[src/sv/sdf_pkg.sv]
package sdf_pkg;

    // input transaction
    typedef struct packed {
        logic signed [31:0] pos_x;
        logic signed [31:0] pos_y;
        logic signed [31:0] pos_z;
        logic signed [31:0] anchor_x;
        logic signed [31:0] anchor_y;
        logic signed [31:0] anchor_z;
        logic signed [31:0] vel_x;
        logic signed [31:0] vel_y;
        logic signed [31:0] vel_z;
        logic        [30:0] stiffness;
        logic        [30:0] rest_length;
        logic        [30:0] damping;
    } t_sdf_in;

    // result transaction
    typedef struct packed {
        logic signed [31:0] force_x;
        logic signed [31:0] force_y;
        logic signed [31:0] force_z;
        logic        [30:0] stored_energy;
        logic               too_short;
    } t_sdf_out;

    // squared length is below 3 * 2^64, its root below 2^33
    localparam int SQ_W   = 66;
    localparam int ROOT_W = 33;

endpackage

[src/sv/sdf_sqrt.sv]
module sdf_sqrt (
    input  logic                          i_clk,
    input  logic                          i_en,
    input  logic [sdf_pkg::SQ_W-1:0]      i_rad,
    output logic [sdf_pkg::ROOT_W-1:0]    o_root
);
    localparam int RW  = sdf_pkg::ROOT_W;
    localparam int SW  = sdf_pkg::SQ_W;
    localparam int REM_W = RW + 2;

    logic [REM_W-1:0] r_rem  [RW];
    logic [RW-1:0]    r_root [RW];
    logic [SW-1:0]    r_rad  [RW];

    // one root bit per stage, digit by digit
    for (genvar s = 0; s < RW; s++) begin : g_stage
        logic [REM_W-1:0] w_rem_in;
        logic [RW-1:0]    w_root_in;
        logic [SW-1:0]    w_rad_in;
        logic [REM_W+1:0] w_rem4;
        logic [REM_W+1:0] w_trial;

        if (s == 0) begin : g_first
            assign w_rem_in  = '0;
            assign w_root_in = '0;
            assign w_rad_in  = i_rad;
        end else begin : g_next
            assign w_rem_in  = r_rem[s-1];
            assign w_root_in = r_root[s-1];
            assign w_rad_in  = r_rad[s-1];
        end

        assign w_rem4  = {w_rem_in, w_rad_in[SW-1:SW-2]};
        assign w_trial = {2'b00, w_root_in, 2'b01};

        always_ff @(posedge i_clk) begin
            if (i_en) begin
                r_rad[s] <= {w_rad_in[SW-3:0], 2'b00};
                if (w_rem4 >= w_trial) begin
                    r_rem[s]  <= REM_W'(w_rem4 - w_trial);
                    r_root[s] <= {w_root_in[RW-2:0], 1'b1};
                end else begin
                    r_rem[s]  <= REM_W'(w_rem4);
                    r_root[s] <= {w_root_in[RW-2:0], 1'b0};
                end
            end
        end
    end

    assign o_root = r_root[RW-1];

endmodule

[config.mk]
export PLATFORM = sky130hd
export DESIGN_NAME = sdf_sqrt
export DESIGN_NICKNAME = d
export VERILOG_FILES = /design/src/sv/sdf_pkg.sv /design/src/sv/sdf_sqrt.sv
export SDC_FILE = /design/constraint.sdc
export NUM_CORES = 2
export LEC_CHECK = 0
export BUFFER_PORTS_ARGS = -buffer_cell sky130_fd_sc_hd__buf_2
export CELL_PAD_IN_SITES_DETAIL_PLACEMENT = 0
export CELL_PAD_IN_SITES_GLOBAL_PLACEMENT = 1
export CORE_ASPECT_RATIO = 1.25
export CORE_MARGIN = 2
export CORE_UTILIZATION = 25
export DETAILED_ROUTE_END_ITERATION = 6
export GPL_TIMING_DRIVEN = 0
export HOLD_SLACK_MARGIN = 0.15
export MAX_ROUTING_LAYER = met4
export PLACE_DENSITY_LB_ADDON = 0.1
export SLEW_MARGIN = 5
export SYNTH_ARGS = -nofsm -noshare
export SYNTH_HDL_FRONTEND = slang
export SYNTH_MEMORY_MAX_BITS = 65536
export SYNTH_SLANG_ARGS = --single-unit
[constraint.sdc]
create_clock -name i_clk -period 4.93 [get_ports i_clk]
set_clock_uncertainty 0.2 [all_clocks]
set_input_delay 0.493 -clock i_clk [delete_from_list [all_inputs] [get_ports i_clk]]
set_output_delay 0.493 -clock i_clk [all_outputs]
set_load 0.005 [all_outputs]
==> summary.md <==
| Metric | Value |
|---|---|
| Outcome | finished, violations left |
| Failing checks | design-rule violations |
| Yosys warnings | 0 |
| Critical path startpoint category | input port |
| TritonCTS buffer count | 322 |
| Crit path launch | i_en |
| Initial antenna violation count | 11 |
| Worst min path class | register to register |
| RD Place Congestion | 0.809 |
| Unrepaired setup endpoints after global routing | false |
| Core footprint | 501000 um^2 |
| Synthesis-stage register bit count | 2684 |
| Slew Viols, Final | 0 |
| Slowest-stage cell, CP | dlygate4sd3_1 |
| Simple-gate share of the synthesized area | 0.108 |
| Htree depth | 5 |
| Pwr dens | 464 nW/um^2 |
| HPWL Detailed | 250000 um |
| Max-Cap Viols | 0 |
| Synth async-reset ratio | 0 |
| Die Y | 796 um |
| Synth Area in Adders | 0.0595 |
| Slew HR | 0.233 |
| Critical Path AT | 5.19 ns |
| Crit-path max cell delay | 0.79 ns |
| Fmax | 209 MHz |
| First-pass GRT wire length | 503000 um |
| Via-to-Cell Ratio | 4.40 |
| Final Core Density | 0.294 |
| Worst Tran Pin Value | 1.15 ns |
| Crit. End Element | register |
| Pre-antenna DRT Iters | 7 |
| EDFF count, synth | 2683 |
| GRT Overall Usage | 0.133 |
| Setup slack, reg-to-reg | 0.20 ns |
| Post-Syn Instances | 9875 |
| CTS tree | done |
| Final Hold Viols | 0 |
| Commonest cells after routing, fill and taps aside | 2683 x edfxtp_1, 857 x nand2_1, 753 x inv_1 |
| VDD IR-drop max | 251 uV |
| Mux share of post-synthesis cell area | 0.00473 |
| Die W | 638 um |
| Reg area | 80600 um^2 |
| DRC viols | 2 |
| Area occupied by multi-input gates | 41600 um^2 |
| Final Cycle Share | 0.972 |
| Area grow syn2layout | 17.5% |
| # rows | 291 |
| Endpoints failing setup | 0 |
| Worst r2r src | r_rem[7][11] |
| Wire per inst | 19.3 um |
| Largest net degree at the start of global routing | 161 |
| Die area | 508000 um^2 |
| Vias in the first global route | 78.8k |
| Synthesized area per cell | 12.7 um^2 |
| CTS Buffer Depth | 4 |
| Io pins | 101 |
| Wirelength, routed | 334000 um |
| XOR/XNOR Fraction of Synth Area | 0.0618 |
| Design Area, Final | 148000 um^2 |
| Worst skew pair latency | 0.98 ns |
| Placed Instances | 16.6k |
| Post-Place Cell Area | 135000 um^2 |
| Mapped Area | 126000 um^2 |
| Layout cells sized above 1 | 0.0797 |
| Grt peak-use layer | met2 |
| NumNets Final | 11.1k |
| Complex-gate fraction of the synthesized area | 0.0955 |
| Met2 GRT Util | 0.245 |
| Detailed Route Iter0 Violations | 4597 |
| Synth Flop Type | edfxtp_1 |
| Fill cell count | 50.7k |
| CP max FO | 113 |
| CP delay by family, top | buffers and inverters |
| Leak | 55.0 nW |
| Synth unique cells | 83 |
| Post-synthesis net count | 10.5k |
| Buf+Inv Stages, Crit Path | 7 |
| Most frequent CP cell | buf_16 |
| Critical Path End | r_rem[20][6] |
| Critical Path, Cell by Cell | buf_12 > buf_16 > buf_16 > dlygate4sd3_1 > buf_16 > or4b_2 > nor4_1 > o31ai_1 > or3_1 > clkbuf_1 > a21oi_2 > clkbuf_1 > o21ai_0 |
| IO Port Bufs | 100 |
| Initial Utilization | 0.251 |
| Critical path data required time | 5.33 ns |
| Clk root buf | clkbuf_16 |
| Kind of critical path | input port to register |
| R2r endpoint | r_rem[8][31] |
| GR Util met3 | 0.0179 |
| Met1 usage | 0.149 |
| Fin cells | 17.3k |
| CTS clock-pin slew for the worst setup and hold paths | 0.06 ns |
| Final min period | 4.79 ns |
| WP depth | 13 |
| Global route total overflow | 0 |
| Leading cell type in the layout, fill and taps excluded | edfxtp_1 |
| FF-to-FF path depth | 12 |
| Main combinational cell family by area after synthesis | simple AND/OR/NAND/NOR gates |
| Post-route ant nets | 0 |
| Vias | 76.3k |
| Post-synthesis sequential area ratio | 0.642 |
| CTS sink cnt | 2684 |
==> report_power, final <==
part           total, mW  switching, mW  internal [mW]
registers           30.9           2.06           28.9
clock network       23.9           9.98           14.0
logic               13.7           8.25           5.42
==> state kept, by name, summed over array words and instances (netlist names) <==
signal  cells
r_rem    1067
r_rad    1056
r_root    561
==> worst min-delay path by stage <==
stage | from | to | slack (ns) | cells after the start
final | r_rad[0][683] | r_rad[0][749] | 0.20 | 0
after global routing | r_rad[0][1723] | r_rad[0][1789] | 0.20 | 0
after CTS | r_rad[0][683] | r_rad[0][749] | 0.19 | 0
after detailed placement | r_rad[0][945] | r_rad[0][1011] | 0.20 | 0
after global placement | r_rad[0][925] | r_rad[0][991] | 0.20 | 0
after floorplan | r_rad[0][934] | r_rad[0][1000] | 0.20 | 0
==> cells by family after synthesis <==
family | Yosys count
and+or+nand+nor | 2733
DFF | 2684
AOI/OAI and AO/OA | 1950
buffers and inverters | 971
xor gates and xnor gates | 886
adders and majority gates | 597
muxes | 54
==> area by class of cell <==
type	count	area share
antenna	5	0.0000848
buffer	211	0.00619
clock buffer	370	0.0564
clock inverter	209	0.0148
inverter	759	0.0193
multi-input combinational	6220	0.282
sequential	2684	0.546
tap	6592	0.0559
timing repair buffer	283	0.0194
==> per-layer routing <==
| layer | share of wire | up-vias |
|---|---|---|
| li1 | - | 37600 |
| met1 | 0.41 | 37000 |
| met2 | 0.53 | 1081 |
| met3 | 0.034 | 510 |
| met4 | 0.029 | 0 |
| met5 | 0 | - |
==> cell usage after synthesis (all sizes together) (11+ instances only) <==
cell type	instances	area, um^2
a2111oi	15	131
ha	597	7470
or3	136	856
nor4	134	853
o211ai	33	248
or2	56	353
nor2	500	1880
clkbuf	207	777
a41oi	14	123
o21a	94	706
and4	21	184
nand3b	26	195
o21ai	639	3200
and2	69	432
a21oi	505	2530
mux2i	11	110
a31oi	53	332
edfxtp	2683	80600
xnor2	400	3500
a21boi	26	195
a21o	271	2030
and3	49	307
nand4b	20	175
mux2	43	484
inv	754	2830
nor3b	17	128
a211o	18	158
a211oi	46	345
o31ai	50	375
nor2b	97	607
a311oi	11	96.3
xor2	486	4260
nor4b	29	254
o21bai	50	375
nand3	165	826
nor3	264	1320
nand2	857	3220
nand2b	127	795
or4	58	443
nand4	91	576
==> per-stage QoR <==
stage	setup TNS, ns	setup WS, ns	power [mW]	hold slack (ns)
after floorplan	0	0.467	40.0	0.200
after global placement	-	-22.29	45.5	0.200
after detailed placement	-1192.28	-1.94	45.2	0.205
after CTS	0	0.00872	70.1	0.191
after global routing	0	0.00256	72.5	0.200
final	0	0.140	68.5	0.200
==> repair_timing <==
item	4_1_cts	5_1_grt
endpoints found under the hold margin	230	0
pin swaps	2	5
setup endpoints to repair	279	200
resized for setup	47	47
hold buffers	140	0
buffers inserted	1	3
(Power assumes the default switching activity.)
